===== src/cse_ram.sv =====
// ----------------------------------------------------------------------------
// cse_ram
// Generic single-write, single-read RAM with registered read data.
// ----------------------------------------------------------------------------
module cse_ram #(
  parameter int WIDTH = 32,
  parameter int DEPTH = 64
) (
  input  logic                     clk,
  input  logic                     we,
  input  logic [$clog2(DEPTH)-1:0] waddr,
  input  logic [WIDTH-1:0]         wdata,
  input  logic [$clog2(DEPTH)-1:0] raddr,
  output logic [WIDTH-1:0]         rdata
);

  logic [WIDTH-1:0] mem [DEPTH];

  // Write port and registered read
  always_ff @(posedge clk) begin
    if (we) begin
      mem[waddr] <= wdata;
    end
    rdata <= mem[raddr];
  end

endmodule


===== config.mk =====
export PLATFORM = sky130hd
export DESIGN_NAME = cse_ram
export DESIGN_NICKNAME = d
export VERILOG_FILES = /design/src/cse_ram.sv
export SDC_FILE = /design/constraint.sdc
export NUM_CORES = 2
export LEC_CHECK = 0
export BUFFER_PORTS_ARGS = -buffer_cell sky130_fd_sc_hd__buf_4
export CORE_MARGIN = 4
export CORE_UTILIZATION = 45
export CTS_BUF_LIST = sky130_fd_sc_hd__clkbuf_8
export CTS_CLUSTER_DIAMETER = 30
export DETAILED_ROUTE_END_ITERATION = 6
export HOLD_SLACK_MARGIN = 0.03
export MAX_ROUTING_LAYER = met4
export PLACE_DENSITY = 0.65
export SLEW_MARGIN = 25
export SYNTH_ARGS = -nofsm -noshare
export SYNTH_HDL_FRONTEND = slang
export SYNTH_SLANG_ARGS = --single-unit

===== constraint.sdc =====
create_clock -name clk -period 4.1 [get_ports clk]
set_input_delay 0.82 -clock clk [delete_from_list [all_inputs] [get_ports clk]]
set_output_delay 0.82 -clock clk [all_outputs]
set_load 0.02 [all_outputs]

======== After elaboration in Yosys (flattened, before gate mapping) ========
Memories as Yosys holds them, arrays and structs flattened. A register that Yosys moved wholly into a read port is not among the register bits.
Index checks and enable logic that the tools add are counted.
storage, ports and cells
  register bits ........................... 0
  latch bits .............................. 0
  memory bits (writable) .................. 2048
  memory bits (read-only) ................. 0
  input bits .............................. 46
  output and inout port bits .............. 32
  word-level logic and storage cells ...... 3
  memories kept ........................... 1
operators by class
  $add $sub $neg .......................... 0
  multiply operators ...................... 0
  div/mod/pow operators ................... 0
  $lt $le $gt $ge ......................... 0
  eq/ne operators ......................... 0
  shift operators ......................... 0
  multiplexer cells ....................... 2
  bitwise gates (word level) .............. 0
  reduce and logical (&&, ||, !) cells .... 0
memory list
  name  words  width  read ports  clocked after memory_dff  write ports  line  source
  mem   64     32     1           1                         1            17    logic [WIDTH-1:0] mem [DEPTH];
operator list
  operator  count
  $mux 1    2

======== Logic depth before layout (Yosys ltp) ========
  depth in word-level cells ............... 2
  gate-level depth with buffers ........... 10
  gate-level depth less buffers ........... 5

======== Least setup slack after synthesis ========
OpenSTA, ideal clock, no wires.
  path type ............................... input-to-reg
  from .................................... input waddr[3]
  to ...................................... memory mem[48][0], enable pin
  setup time .............................. 0.461 ns
  data arrival time ....................... 3.519 ns
  required time ........................... 3.639 ns
  path slack .............................. 0.120 ns
  stages on the path ...................... 4
  path buffers ............................ 1
  cells stage by stage .................... clkbuf_1 -> nor2b_1 -> nand4b_1 -> nor3_1
RTL lines
  element      line  source
  from (decl)  11    input logic [$clog2(DEPTH)-1:0] waddr,
  to (decl)    17
Straight into the memory's write port.

======== Final worst setup path ========
  from .................................... register rdata[30], read port of mem
  to ...................................... output rdata[30]
RTL lines
  element      line  source
  from (decl)  14    output logic [WIDTH-1:0] rdata
No word-level cell between the ends.

==> run summary <==
antenna violations before repair -> 6
gr ovfl total -> 0
largest net degree at the start of global routing -> 67
reg2reg setup slack -> 1.78 ns
fin. max-slew vios -> 0
Die W -> 425.7 µm
# clock sinks -> 2080
I/O pins -> 78
Slew Limit Headroom -> 42.50%
Clk pin slew, worst setup/hold paths -> 0.06 ns
Area growth syn-to-layout -> 17.76%
CTS tree -> done
R2R Path End -> rdata[24]
clock tree buffer depth -> 4
Crit-path slowest cell -> dfxtp_1
Period Utilization, post-route -> 67.31%
commonest register cell after synthesis -> edfxtp_1
Yosys reg bits -> 2080
Setup TNS -> 0 ns
Worst Hold Depth -> 3
Cell variety after synth -> 34
Mapped Cells -> 3324
Register Area -> 0.06214 mm²
setup bufs post-CTS -> 0
CP Class -> reg2out
Max Clk Rate -> 0.3623 GHz
Critical Path Sink Type -> output port
Final min period -> 2.760 ns
Post-synth EDFFs -> 2048
fin util -> 53.25%
layout net count -> 3885
via count -> 39090
Core Box Area -> 0.1736 mm²
DIE HEIGHT -> 425.7 µm
Final Setup Violations -> 0
Initial Utilization -> 45.22%
PostCTS Resize Cnt -> 0
first-pass GRT wire length -> 292500 µm
RSZ-0062 raised after global routing -> no
worst-path fanout max -> 2
Worst IR Drop VDD -> 0.3542 mV
GPL Wtd Cong -> 0.7997
worst slew pin tran -> 0.8599 ns
vias in the first global route -> 39515
Post-CTS Hold Buffers -> 0
number of I/O port buffers -> 77
Final Skew -> 0.1006 ns
crit path buf inv count -> 1
fillers -> 13067
WL/cell -> 31.53 µm
Clk Latency, worst-skew pair -> 1.05 ns
worst r2r src -> mem[27][24]
root buffer cell -> clkbuf_8
vias per cell -> 6.015
Post-Route WL -> 204900 µm
reg2reg path depth -> 4
final hold vios -> 0
CP required -> 3.28 ns
HPWL after DPL -> 115500 µm
CP Launch Point -> rdata[30]
layout cells sized above 1 -> 36.40%
Netlist Area Pre-Place -> 0.07852 mm²
critical path arrival -> 1.94 ns
crit path capture -> rdata[30]
Max-Cap Viols -> 0
CP Depth -> 1
crit-path cells -> buf_4
critical path's top delay family -> flip-flops
TritonCTS Buffers -> 406
slowest cell delay on critical path -> 0.67 ns
sequential element share of the synthesized area -> 79.14%
Startpoint Class -> register
# DRC -> 0
Routed Antenna Nets -> 0
Initial DRC Count -> 4648
Multi-input gate area -> 0.01597 mm²
Synth Net Count -> 3370
H-Tree Depth -> 5
die area -> 0.1812 mm²
run status -> finished clean
Leak -> 29.63 nW
length of the first detailed-routing pass in iterations -> 5
Mean Syn Cell Area -> 23.62 µm²
Async S/R FF share, synth -> 0%
FP Rows -> 153
Pwr Density -> 515.5 mW/mm²
gr usage total -> 23.49%
Tightest Hold Check Type -> in2reg
Yosys Warn Count -> 0
-- tightest hold or removal path, cell delays in order --
cell,delay (ns)
buf_4,0.20
a21oi_1,0.16
nor2_1,0.05
-- sequential cells by signal, indices dropped and copies added (netlist names) --
name,flops
mem,2048
rdata,32
-- stage by stage --
| stage | hold slack (ns) | std cells | total power, mW | setup WS, ns | cell area, µm² |
|---|---|---|---|---|---|
| after floorplan | 0.6632 | 3324 | 25.23 | 0.1202 | 78520 |
| after global placement | 0.7066 | 5756 | 26.35 | 0.2227 | 83760 |
| after detailed placement | 0.7410 | 5756 | 26.39 | 0.1832 | 83760 |
| after CTS | 0.1633 | 6490 | 48.03 | 1.220 | 92440 |
| after global routing | 0.2215 | 6495 | 49.31 | 1.248 | 92450 |
| final | 0.2642 | 6499 | 47.66 | 1.340 | 92460 |
-- worst min path at each step --
stage               slack (ns)         from        end
floorplan                 0.66  mem[12][17]  rdata[17]
global placement          0.71   mem[12][4]   rdata[4]
detailed placement        0.74   mem[13][4]   rdata[4]
CTS                       0.16     raddr[4]   rdata[7]
global route              0.22     raddr[4]   rdata[7]
finish                    0.26     raddr[4]   rdata[7]
-- cell usage in the layout, fill, tap and decap left out, types with 7 or more instances in the layout --
cell / n
diode_2: 9
clkinvlp_4: 34
edfxtp_1: 2048
inv_1: 74
nor2_1: 75
nor2_4: 62
clkinv_2: 76
o221ai_1: 27
bufinv_16: 48
buf_12: 44
clkinv_1: 46
mux2i_1: 93
a311oi_1: 8
nor2b_1: 15
clkinv_4: 14
buf_4: 241
a21oi_1: 62
o22ai_1: 84
mux4_2: 544
clkbuf_8: 429
a22oi_1: 12
inv_6: 11
nand2b_1: 7
nand2_1: 26
dfxtp_1: 32
-- Yosys cell counts (5+ instances only) --
library cell / instances / area (µm²)
clkbuf_1: 74 / 277.8
buf_4: 25 / 187.7
mux4_2: 544 / 12250
o22ai_1: 84 / 525.5
o221ai_1: 27 / 236.5
a311oi_1: 8 / 70.07
nand2b_1: 8 / 50.05
nand3_1: 5 / 25.02
a21oi_1: 62 / 310.3
edfxtp_1: 2048 / 61500
nand2_1: 26 / 97.59
buf_6: 5 / 56.30
dfxtp_1: 32 / 640.6
mux2i_1: 93 / 930.9
nor3_1: 7 / 35.03
buf_1: 21 / 78.83
nand3b_1: 5 / 37.54
nor2b_1: 15 / 93.84
nor2_1: 137 / 514.2
buf_2: 57 / 285.3
a22oi_1: 12 / 90.09
-- layout make-up --
class | count | share of cell area [%]
Clock inverter | 305 | 2.995
Antenna cell | 9 | 0.02436
Multi-Input combinational cell | 1062 | 17.27
Sequential cell | 2080 | 67.21
Timing Repair Buffer | 289 | 2.970
Tap cell | 2325 | 3.146
Clock buffer | 429 | 6.386
-- where the power goes --
part	switching (mW)	leakage, nW	internal [mW]
Sequential	0.127	18.7	23.6
Combinational	1.37	6.28	0.868
Clock	8.90	4.65	12.8
Total	10.4	29.6	37.3
-- routing by layer --
layer | track usage (%) | wire [µm] | vias up
met5 | - | 0 | -
met4 | 6.600 | 4774 | 0
met3 | 4.705 | 18880 | 313
met2 | 36.44 | 100400 | 2195
met1 | 32.12 | 80930 | 21133
li1 | - | - | 15449
-- logic make-up after synthesis --
kind of cell | after synthesis | share of synthesized area, %
mux | 637 | 16.79
simple gates | 223 | 1.265
buf+inv | 182 | 1.128
flops | 2080 | 79.14
compound gates | 202 | 1.673
Power figures use the tool's default switching activity.
