===== config.mk =====
export PLATFORM = sky130hd
export DESIGN_NAME = cse_ctrl
export DESIGN_NICKNAME = d
export VERILOG_FILES = /design/src/cse_pkg.sv /design/src/cse_ctrl.sv
export SDC_FILE = /design/constraint.sdc
export NUM_CORES = 1
export LEC_CHECK = 0
export BUFFER_PORTS_ARGS = -buffer_cell sky130_fd_sc_hd__buf_4
export CAP_MARGIN = 20
export CORE_MARGIN = 2
export CORE_UTILIZATION = 56
export CTS_CLUSTER_SIZE = 30
export DETAILED_ROUTE_END_ITERATION = 6
export PLACE_DENSITY_LB_ADDON = 0.05
export SYNTH_ARGS = -nofsm -noshare
export SYNTH_HDL_FRONTEND = slang
export SYNTH_SLANG_ARGS = --single-unit

===== constraint.sdc =====
create_clock -name clk -period 3.2 [get_ports clk]
set_input_delay 0.64 -clock clk [delete_from_list [all_inputs] [get_ports clk]]
set_output_delay 0.64 -clock clk [all_outputs]
set_load 0.005 [all_outputs]

===== src/cse_pkg.sv =====
// ----------------------------------------------------------------------------
// cse_pkg
// Shared types, codes and saturation helper for the cubic spline evaluator.
// ----------------------------------------------------------------------------
package cse_pkg;

  localparam logic CMD_LOAD  = 1'b0;
  localparam logic CMD_QUERY = 1'b1;

  localparam logic [1:0] FLAG_INSIDE = 2'd0;
  localparam logic [1:0] FLAG_LEFT   = 2'd1;
  localparam logic [1:0] FLAG_RIGHT  = 2'd2;

  localparam logic signed [47:0] POS_MAX = {1'b0, {47{1'b1}}};
  localparam logic signed [47:0] NEG_MIN = {1'b1, {47{1'b0}}};

  // Horner micro-operations, issued in this order
  typedef enum logic [2:0] {
    OP_V1 = 3'd0,
    OP_V2 = 3'd1,
    OP_V3 = 3'd2,
    OP_F1 = 3'd3,
    OP_F2 = 3'd4,
    OP_S  = 3'd5
  } op_t;

  typedef struct packed {
    logic cap_query;
    logic cap_coef;
    logic cap_abs;
    logic ph_load;
    logic ph_lo;
    logic ph_hi;
    logic ph_rnd;
    logic ph_acc;
    logic out_load;
    op_t  op;
  } dp_cmd_t;

  typedef struct packed {
    logic t_lt;
    logic t_gt;
    logic out_busy;
  } dp_status_t;

  // Clamp to the signed 48-bit range
  function automatic logic signed [47:0] sat48(input logic signed [63:0] x);
    if (x > 64'sh0000_7FFF_FFFF_FFFF) begin
      return POS_MAX;
    end else if (x < -64'sh0000_8000_0000_0000) begin
      return NEG_MIN;
    end
    return x[47:0];
  endfunction

endpackage


===== src/cse_ctrl.sv =====
// ----------------------------------------------------------------------------
// cse_ctrl
// Controller: segment search over the knot store and Horner op sequencing.
// ----------------------------------------------------------------------------
module cse_ctrl #(
  parameter int MAX_KNOTS = 64
) (
  input  logic                         clk,
  input  logic                         rst_n,
  input  logic                         cfg_wr_en,
  input  logic [6:0]                   cfg_knots_in_use,
  input  logic                         in_valid,
  input  logic                         in_cmd,
  output logic                         in_stall,
  input  cse_pkg::dp_status_t          status,
  output cse_pkg::dp_cmd_t             cmd,
  output logic [$clog2(MAX_KNOTS)-1:0] rd_addr,
  output logic [$clog2(MAX_KNOTS)-1:0] seg,
  output logic [1:0]                   flag
);
  import cse_pkg::*;

  localparam int AW = $clog2(MAX_KNOTS);

  typedef enum logic [14:0] {
    S_IDLE = 15'h0001,
    S_RD0  = 15'h0002,
    S_RDN  = 15'h0004,
    S_CHKN = 15'h0008,
    S_SCAN = 15'h0010,
    S_SCHK = 15'h0020,
    S_COEF = 15'h0040,
    S_DT   = 15'h0080,
    S_ABS  = 15'h0100,
    S_LOAD = 15'h0200,
    S_LO   = 15'h0400,
    S_HI   = 15'h0800,
    S_RND  = 15'h1000,
    S_ACC  = 15'h2000,
    S_OUT  = 15'h4000
  } state_t;

  state_t         state_r, state_nxt;
  op_t            op_r, op_nxt;
  logic [6:0]     knots_r;
  logic [AW-1:0]  nm1_r, nm1_nxt, nm2_r, nm2_nxt;
  logic [AW-1:0]  idx_r, idx_nxt, scan_r, scan_nxt;
  logic [1:0]     flag_r, flag_nxt;
  logic           lt0_r, lt0_nxt;
  logic [12:0]    k_ext, n_c;
  logic           q_acc;

  // Clamp the knot count into the supported range
  always_comb begin
    k_ext = {6'd0, knots_r};
    if (k_ext < 13'd2) begin
      n_c = 13'd2;
    end else if (k_ext > 13'(MAX_KNOTS)) begin
      n_c = 13'(MAX_KNOTS);
    end else begin
      n_c = k_ext;
    end
  end

  assign in_stall = (state_r != S_IDLE);
  assign q_acc    = in_valid && !in_stall && (in_cmd == CMD_QUERY);

  // Next state and search bookkeeping
  always_comb begin
    state_nxt = state_r;
    op_nxt    = op_r;
    nm1_nxt   = nm1_r;
    nm2_nxt   = nm2_r;
    idx_nxt   = idx_r;
    scan_nxt  = scan_r;
    flag_nxt  = flag_r;
    lt0_nxt   = lt0_r;
    cmd       = '0;
    cmd.op    = op_r;
    rd_addr   = '0;
    case (state_r)
      S_IDLE: begin
        if (q_acc) begin
          cmd.cap_query = 1'b1;
          nm1_nxt       = AW'(n_c - 13'd1);
          nm2_nxt       = AW'(n_c - 13'd2);
          state_nxt     = S_RD0;
        end
      end
      S_RD0: begin
        rd_addr   = '0;
        state_nxt = S_RDN;
      end
      S_RDN: begin
        rd_addr   = nm1_r;
        lt0_nxt   = status.t_lt;
        state_nxt = S_CHKN;
      end
      S_CHKN: begin
        if (lt0_r) begin
          idx_nxt   = '0;
          flag_nxt  = FLAG_LEFT;
          state_nxt = S_COEF;
        end else if (!status.t_lt) begin
          idx_nxt   = nm2_r;
          flag_nxt  = status.t_gt ? FLAG_RIGHT : FLAG_INSIDE;
          state_nxt = S_COEF;
        end else begin
          scan_nxt  = nm2_r;
          flag_nxt  = FLAG_INSIDE;
          state_nxt = S_SCAN;
        end
      end
      S_SCAN: begin
        rd_addr   = scan_r;
        state_nxt = S_SCHK;
      end
      S_SCHK: begin
        // Walk down until a knot is not above the query or knot 0 is reached
        if (!status.t_lt || (scan_r == '0)) begin
          idx_nxt   = scan_r;
          state_nxt = S_COEF;
        end else begin
          scan_nxt  = scan_r - AW'(1);
          state_nxt = S_SCAN;
        end
      end
      S_COEF: begin
        rd_addr   = idx_r;
        state_nxt = S_DT;
      end
      S_DT: begin
        cmd.cap_coef = 1'b1;
        state_nxt    = S_ABS;
      end
      S_ABS: begin
        cmd.cap_abs = 1'b1;
        op_nxt      = OP_V1;
        state_nxt   = S_LOAD;
      end
      S_LOAD: begin
        cmd.ph_load = 1'b1;
        state_nxt   = S_LO;
      end
      S_LO: begin
        cmd.ph_lo = 1'b1;
        state_nxt = S_HI;
      end
      S_HI: begin
        cmd.ph_hi = 1'b1;
        state_nxt = S_RND;
      end
      S_RND: begin
        cmd.ph_rnd = 1'b1;
        state_nxt  = S_ACC;
      end
      S_ACC: begin
        cmd.ph_acc = 1'b1;
        if (op_r == OP_S) begin
          state_nxt = S_OUT;
        end else begin
          op_nxt    = op_t'(op_r + 3'd1);
          state_nxt = S_LOAD;
        end
      end
      S_OUT: begin
        if (!status.out_busy) begin
          cmd.out_load = 1'b1;
          state_nxt    = S_IDLE;
        end
      end
      default: begin
        state_nxt = S_IDLE;
      end
    endcase
  end

  assign seg  = idx_r;
  assign flag = flag_r;

  // Control registers
  always_ff @(posedge clk) begin
    if (!rst_n) begin
      state_r <= S_IDLE;
      op_r    <= OP_V1;
      knots_r <= 7'd2;
    end else begin
      state_r <= state_nxt;
      op_r    <= op_nxt;
      if (cfg_wr_en) begin
        knots_r <= cfg_knots_in_use;
      end
    end
  end

  // Search registers
  always_ff @(posedge clk) begin
    nm1_r  <= nm1_nxt;
    nm2_r  <= nm2_nxt;
    idx_r  <= idx_nxt;
    scan_r <= scan_nxt;
    flag_r <= flag_nxt;
    lt0_r  <= lt0_nxt;
  end

endmodule


-- After elaboration in Yosys (flattened, before gate mapping)
Index checks and enable logic that the tools add are counted.
- register bits after elaboration: 52
- latch bits: 0
- memory bits (writable): 0
- memory bits (read-only): 0
- input bits: 15
- output and inout bits: 27
- word-level logic and storage cells: 88
- memories kept: 0
- add/subtract/negate cells: 4
- multipliers: 0
- div/mod/pow operators: 0
- order comparisons: 2
- equality and inequality tests: 25
- shift-type cells: 0
- muxes and demuxes: 33
- bitwise logic cells: 0
- reduce and logical (&&, ||, !) cells: 14
- operators by type and width (operator ; count):
    $pmux W15 S15 ; 1
    $mux W6 ; 8
    $mux W15 ; 3
    $pmux W6 S2 ; 2
    $mux W7 ; 3
    $pmux W6 S3 ; 1
    $eq A15 B1 Y1 const B ; 1
    $eq A15 B10 Y1 const B ; 1
    $eq A15 B11 Y1 const B ; 1
    $eq A15 B12 Y1 const B ; 1
    $eq A15 B13 Y1 const B ; 1
    $eq A15 B14 Y1 const B ; 1
    $eq A15 B15 Y1 const B ; 1
    $eq A15 B2 Y1 const B ; 1
    $eq A15 B3 Y1 const B ; 1
    $eq A15 B4 Y1 const B ; 1
    $eq A15 B5 Y1 const B ; 1
    $eq A15 B6 Y1 const B ; 1
    $eq A15 B7 Y1 const B ; 1
    $eq A15 B8 Y1 const B ; 1
    $eq A15 B9 Y1 const B ; 1
    $ne A15 B1 Y1 const B ; 1
    $ne A2 B2 Y1 const B ; 7
    $mux W1 ; 12
    19 further kinds ; 25

-- Depth between registers and ports, before layout
Gate-level depths: netlist of run 1.
- depth in word-level cells: 6
- gate-level depth with buffers: 10
- mapped depth without buffers: 8

-- Worst setup path before layout of run 1
Ideal clock, no wire load.
- kind: register -> output
- start: reg state_r[10]
- end: out cmd[11] (netlist name)
- arrival time: 2.083 ns
- data required time: 2.560 ns
- path slack: 0.477 ns
- cell stages (with the launch flop): 6
- buffers on the path: 1
- cell sequence: dfxtp_1 clkbuf_1 nor4_2 nand4_1 or3b_1 nor2_1
- RTL lines (element ; RTL line ; RTL):
    start: declaration ; cse_ctrl.sv:43 ; state_t state_r, state_nxt;
    start signal: assignment ; cse_ctrl.sv:188 ; state_r <= state_nxt;
    end: declaration ; cse_ctrl.sv:16 ; output cse_pkg::dp_cmd_t cmd,

==> results of run 1 <==
-- timing repair --
item,in CTS,in global routing
setup buffers,0,0
endpoints found under the setup margin,0,2
hold buffers,0,0
resized for setup,0,1
-- worst max path at each step --
| stage | startpoint | to | slack [ns] |
|---|---|---|---|
| 4_1_cts | state_r[8] | rd_addr[5] | 0.11 |
| 3_3_place_gp | state_r[8] | rd_addr[5] | 0.56 |
| 5_1_grt | state_r[8] | cmd[11] | 0.04 |
| 3_5_place_dp | state_r[8] | rd_addr[5] | 0.48 |
| 2_1_floorplan | state_r[10] | cmd[11] | 0.48 |
| 6_report | state_r[8] | cmd[11] | 0.20 |
-- through the flow --
stage | instance area [sq um] | util
final | 3166 | 0.6747
after CTS | 3163 | 0.6741
after floorplan | 2713 | -
after detailed placement | 3083 | 0.6571
after global routing | 3166 | 0.6747
after global placement | 3083 | 0.6571
-- worst max-delay path: stages (launching register included) --
cell,delay [ns]
dfxtp_1,0.38
nor4_2,0.58
nand4_1,0.26
or3b_1,0.47
nor2_1,0.23
buf_4,0.15
-- placed cells by master (no fill, tap or decap), types with 8 or more instances in the layout --
cell type and n:
nor3_1 11, nand2_1 16, edfxtp_1 27, inv_1 18, o21ai_0 14, nor2_1 27
and2_1 8, nand2b_1 8, a21oi_1 9, dfxtp_1 25, buf_4 46
-- power groups by stage --
stage / logic [mW] / registers [mW] / clock network (mW)
2_1_floorplan: 0.0849 / 0.747 / 0
3_3_place_gp: 0.113 / 0.757 / 0
3_5_place_dp: 0.114 / 0.758 / 0
4_1_cts: 0.114 / 0.742 / 0.368
5_1_grt: 0.130 / 0.746 / 0.388
6_report: 0.114 / 0.743 / 0.354
-- layout make-up --
cell class / count / area share
Sequential cell: 52 / 0.4142
Multi-Input combinational cell: 194 / 0.4087
Timing Repair Buffer: 46 / 0.1091
Clock buffer: 7 / 0.02411
Inverter: 18 / 0.02134
Tap cell: 54 / 0.02134
Clock inverter: 1 / 0.001186
-- layer usage --
metal / track usage / up-vias / wire length (microns)
li1: - / 1098 / -
met1: 0.3278 / 988 / 2742
met2: 0.3294 / 71 / 2485
met3: 0.04801 / 2 / 330
met4: 0.07273 / 0 / 27
met5: 0 / - / 0
-- sequential cells by signal, summed over array words and instances, names as in the netlist --
name	cells
state_r	15
knots_r	7
seg	6
lt0_r	1
flag	2
op_r	3
nm1_r	6
scan_r	6
nm2_r	6
-- logic make-up (layout without fill, tap and decap cells) --
| group | Yosys count | count (layout) | synth area share |
|---|---|---|---|
| AO/OA/AOI/OAI | 48 | 48 | 0.1190 |
| XOR/XNOR | 10 | 10 | 0.03229 |
| adder cells (fa/ha/maj) | 6 | 6 | 0.02767 |
| buffers and inverters | 31 | 72 | 0.04289 |
| flip-flops | 52 | 52 | 0.4834 |
| multiplexers | 7 | 7 | 0.02583 |
| AND/OR/NAND/NOR | 123 | 123 | 0.2689 |
==> flow_summary_export.csv, run 1 <==
group,metric,value,unit
min_path,min_from,"status[2]",
die,io_pins,42,
sta,rsz0062_at_grt,"no",
pwr,seqPwrFrac,0.613,
die,core_area,0.004692,sq mm
pwr,power_frac_comb,0.094,
sta,fin_crit,3.005,ns
placement,dp_cells,364,
worst_setup_path,cp.required,2.56,ns
final_layout,nFillCells,401,
yosys,synth_cell_types,52,
die,die_y,73.60,microns
pwr,power_density,382.5,mW/mm^2
clock_tree,cts_tree,"yes",
final_layout,diodes,0,
final_layout,area_delta_synth_final,16.70,%
die,rows,25,
placement,port_buffers,41,
pwr,sw_frac_of_total,0.2304,
worst_setup_path,r2r_slack,0.70,ns
final_layout,layoutNonFillerInstCount,372,
drt,wirelength,5.586,mm
yosys,syn-num-nets,298,
worst_setup_path,reg2reg_from,"state_r[8]",
die,dieArea,0.005417,sq mm
grt,grt_pass1_vias,1878,
sta,slew_headroom,0.6125,
drt,drt_iter0_markers,193,
yosys,synth_seq_cells,52,
yosys,ys_seq_area_frac,0.4834,
pwr,p_leak,1.317,nW
min_path,holdCritPathClass,"input pin to flip-flop",
pwr,p_clk_frac,0.292,
yosys,synth-main-ff-cell,"edfxtp_1",
worst_setup_path,cp_data_arrival_time,2.36,ns
die,dieWidth,73.60,microns
final_layout,regArea,0.001311,sq mm
sta,finalSetupViolations,0,
die,initial_core_util,0.5781,
yosys,synthCells,277,
clock_tree,numCtsBuffers,5,
drt,wl_per_cell,15.02,microns
placement,hpwlAfterDp,4.137,mm
yosys,syn_area,0.002713,sq mm
pwr,power.switching,278.9,uW
grt,gr-usage-all-layers,0.2236,
worst_setup_path,worstSetupStartpointType,"flip-flop",
job,cap_violations,0,
clock_tree,clkSinkCount,52,
clock_tree,cts-htree-levels,2,
yosys,netlist_top_cells_count,"nor2_1, edfxtp_1, dfxtp_1",
pwr,intPower,931.8,uW
min_path,min_delay_path_depth,1,
worst_setup_path,end_kind,"output port",
yosys,yosysWarnings,0,
worst_setup_path,reg2reg_depth,5,
clock_tree,cts.reportedPaths.clkPinSlew,0.09,ns
grt,antenna_found_initial,0,
worst_setup_path,reg2reg_to,"seg[1]",
grt,grt_first_pass_wirelength,9.225,mm
sta,period_share,0.9391,
drt,route.detailed.drc,0,
drt,antenna_left,0,
placement,place_congestion,0.8233,
final_layout,multiInputGateArea,0.001294,sq mm
sta,drv_slew,0,
worst_setup_path,worst-path-max-fanout,7,
grt,gr-total-overflow,0,
yosys,yosys.area.top_type,"edfxtp_1",
yosys,synth_top_area_share,0.2989,
yosys,synth-async-reset-ratio,0,
pwr,total_power,1.211,mW
drt,via_per_inst,5.804,
sta,whs,0.5393,ns
sta,hold_viol,0,
sta,tightest_slew,0.5764,ns
yosys,synth-edff-count,27,
sta,fin_setup_tns,0,ns
pwr,peakVddDrop,0.2755,mV
drt,vias,2159,
clock_tree,clock_latency,0.30,ns
final_layout,final_net_count,338,
worst_setup_path,critical_path_class,"flip-flop to output port",
min_path,whs_endpoint,"lt0_r",
drt,drt_first_pass_iters,4,
final_layout,drive_gt1_frac,0.2013,
clock_tree,cts_buffer_depth,2,
yosys,synth_area_leaders,"edfxtp_1, dfxtp_1, nor2_1, ha_1, mux2i_1",
sta,clock_skew,0.004971,ns
placement,post-place-ws,0.4752,ns
grt,grt_max_degree,22,
yosys,yosysMostFrequentCell,"nor2_1",
clock_tree,clock-root-buffer,"clkbuf_8",
outcome,outcome,"completed",
yosys,syn_area_per_cell,9.793,sq um
sta,fmaxAchievable,0.3328,GHz
sta,worst_slack,0.1950,ns
(Power assumes the default switching activity.)
==> inputs of run 2 (changes only) <==
--- a/config.mk
+++ b/config.mk
@@ -6,11 +6,12 @@
 export NUM_CORES = 1
 export LEC_CHECK = 0
 export BUFFER_PORTS_ARGS = -buffer_cell sky130_fd_sc_hd__buf_4
-export CAP_MARGIN = 20
+export CAP_MARGIN = 25
 export CORE_MARGIN = 2
 export CORE_UTILIZATION = 56
 export CTS_CLUSTER_SIZE = 30
 export DETAILED_ROUTE_END_ITERATION = 6
+export GPL_TIMING_DRIVEN = 0
 export PLACE_DENSITY_LB_ADDON = 0.05
 export SYNTH_ARGS = -nofsm -noshare
 export SYNTH_HDL_FRONTEND = slang
==> constraint.sdc (replaced) <==
create_clock -name clk -period 3.43 [get_ports clk]
set_input_delay 0.686 -clock clk [delete_from_list [all_inputs] [get_ports clk]]
set_output_delay 0.686 -clock clk [all_outputs]
set_load 0.005 [all_outputs]
==> run 2 against run 1 <==
  * Non-clock buffer count is 7 higher
  * Worst hold slack worse by 0.011 ns
  * First-iteration DRC count is 18% lower
  * Sequential share of layout area is 0.41 points lower
  * Utilization is 0.67 points higher
  * Highest routed layer unchanged
==> flow_summary_export.csv, run 2 (synthesis gave the netlist of run 1 again) <==
group,metric,value,unit
outcome,outcome,"completed",
die,core_area,0.004692,sq mm
final_layout,drive_gt1_frac,0.1877,
die,io_pins,42,
clock_tree,cts_hold_buf,0,
sta,drv_slew,0,
clock_tree,clock-root-buffer,"clkbuf_8",
worst_setup_path,cp_data_arrival_time,2.52,ns
drt,route.detailed.drc,0,
sta,period_share,0.9342,
worst_setup_path,worstSetupStartpointType,"flip-flop",
die,dieWidth,73.60,microns
drt,drt_iter0_markers,159,
die,initial_core_util,0.5781,
sta,finalSetupViolations,0,
clock_tree,post_cts_buffers,0,
final_layout,regMostFlops,"state_r",
clock_tree,cts_buffer_depth,2,
worst_setup_path,crit_buf_inv,3,
final_layout,final_net_count,345,
drt,vias,2194,
die,dieArea,0.005417,sq mm
die,die_y,73.60,microns
placement,dp_cells,371,
sta,slew_headroom,0.5290,
final_layout,nFillCells,388,
clock_tree,cts.reportedPaths.clkPinSlew,0.10,ns
final_layout,layoutNonFillerInstCount,379,
placement,place_congestion,0.8277,
final_layout,final_cell_mix,"buf_4, nor2_1, edfxtp_1",
clock_tree,cts-htree-levels,2,
placement,placed_area,0.003080,sq mm
clock_tree,clkSinkCount,52,
final_layout,area_delta_synth_final,17.85,%
worst_setup_path,worst-path-max-fanout,9,
worst_setup_path,cp.required,2.74,ns
grt,grt_max_degree,19,
sta,hold_viol,0,
pwr,total_power,1.173,mW
worst_setup_path,end_kind,"output port",
drt,via_per_inst,5.789,
pwr,p_leak,1.317,nW
clock_tree,clock_latency,0.31,ns
placement,port_buffers,40,
final_layout,diodes,0,
final_layout,biggestRegsByFlops,"state_r x15, knots_r x7",
pwr,peakVddDrop,0.2105,mV
clock_tree,numCtsBuffers,5,
grt,antenna_found_initial,0,
sta,fin_setup_tns,0,ns
placement,hpwlAfterDp,4.201,mm
grt,grt_first_pass_wirelength,9.135,mm
sta,clock_skew,0.004315,ns
grt,gr-usage-all-layers,0.2204,
die,rows,25,
min_path,holdCritPathClass,"flip-flop to flip-flop",
job,cap_violations,0,
final_layout,largest_reg_flops,15,
sta,tightest_slew,0.7047,ns
sta,rsz0062_at_grt,"no",
worst_setup_path,path_cells,"clkbuf_1, nor3_2, nand3_2, nor4b_2, a222oi_1, inv_1, buf_4",
clock_tree,ctsResizeCount,3,
drt,antenna_left,0,
grt,gr-total-overflow,0,
worst_setup_path,path_delay_family,"simple AND/OR/NAND/NOR gates",
worst_setup_path,critical_path_class,"flip-flop to output port",
worst_setup_path,cp_slowest_cell,"nor4b_2",
clock_tree,cts_tree,"yes",
pwr,power_density,366.8,mW/mm^2
drt,drt_first_pass_iters,4,
final_layout,final_common_cell,"buf_4",
final_layout,fin_area,0.003197,sq mm
worst_setup_path,slowest_delay,0.64,ns
drt,wirelength,5.706,mm
grt,grt_pass1_vias,1927,
sta,fin_crit,3.204,ns
drt,wl_per_cell,15.06,microns
sta,fmaxAchievable,0.3121,GHz
run 2: tightest hold or removal path: stages, from the launching register on:
cell and delay, ns:
dfxtp_1 0.38, nand2_1 0.08, nor3_1 0.04
run 2: area by class of cell:
cell class | count | area, sq um | area share
Buffer | 13 | 48.80 | 0.01526
Clock inverter | 3 | 26.28 | 0.008219
Multi-Input combinational cell | 194 | 1306 | 0.4086
Inverter | 18 | 67.56 | 0.02114
Tap cell | 54 | 67.56 | 0.02114
Sequential cell | 52 | 1311 | 0.4102
Clock buffer | 5 | 68.82 | 0.02153
Timing Repair Buffer | 40 | 300.3 | 0.09393
run 2: where the power goes:
part           internal (mW)  leakage (nW)  switching (mW)
sequential             0.674         0.451          0.0140
clock                  0.150        0.0491           0.220
combinational         0.0535         0.817          0.0613
run 2: per-layer routing:
layer,GRT usage,up-vias,share of wire
met5,0,-,0
met4,0.05455,0,0.011
met3,0.04527,6,0.060
met2,0.3423,61,0.45
met1,0.3165,1021,0.48
li1,-,1106,-
run 2: final timing paths:
path	to	slack, ns	depth (start not counted)	startpoint
worst max-delay path	rd_addr[1]	0.23	7	state_r[13]
worst min-delay path	state_r[2]	0.53	2	state_r[1]
worst max register to register	seg[4]	1.01	6	state_r[10]
worst min register to register	state_r[2]	0.53	2	state_r[1]
run 2: through the flow:
step / hold slack (ns) / setup slack [ns] / utilization
3_5_place_dp: 0.5140 / 0.01941 / 0.6565
6_report: 0.5282 / 0.2258 / 0.6813
2_1_floorplan: 0.4740 / 0.6613 / -
3_3_place_gp: 0.5130 / 0.03999 / 0.6565
4_1_cts: 0.5289 / 0.09640 / 0.6795
5_1_grt: 0.5636 / 0.003876 / 0.6813
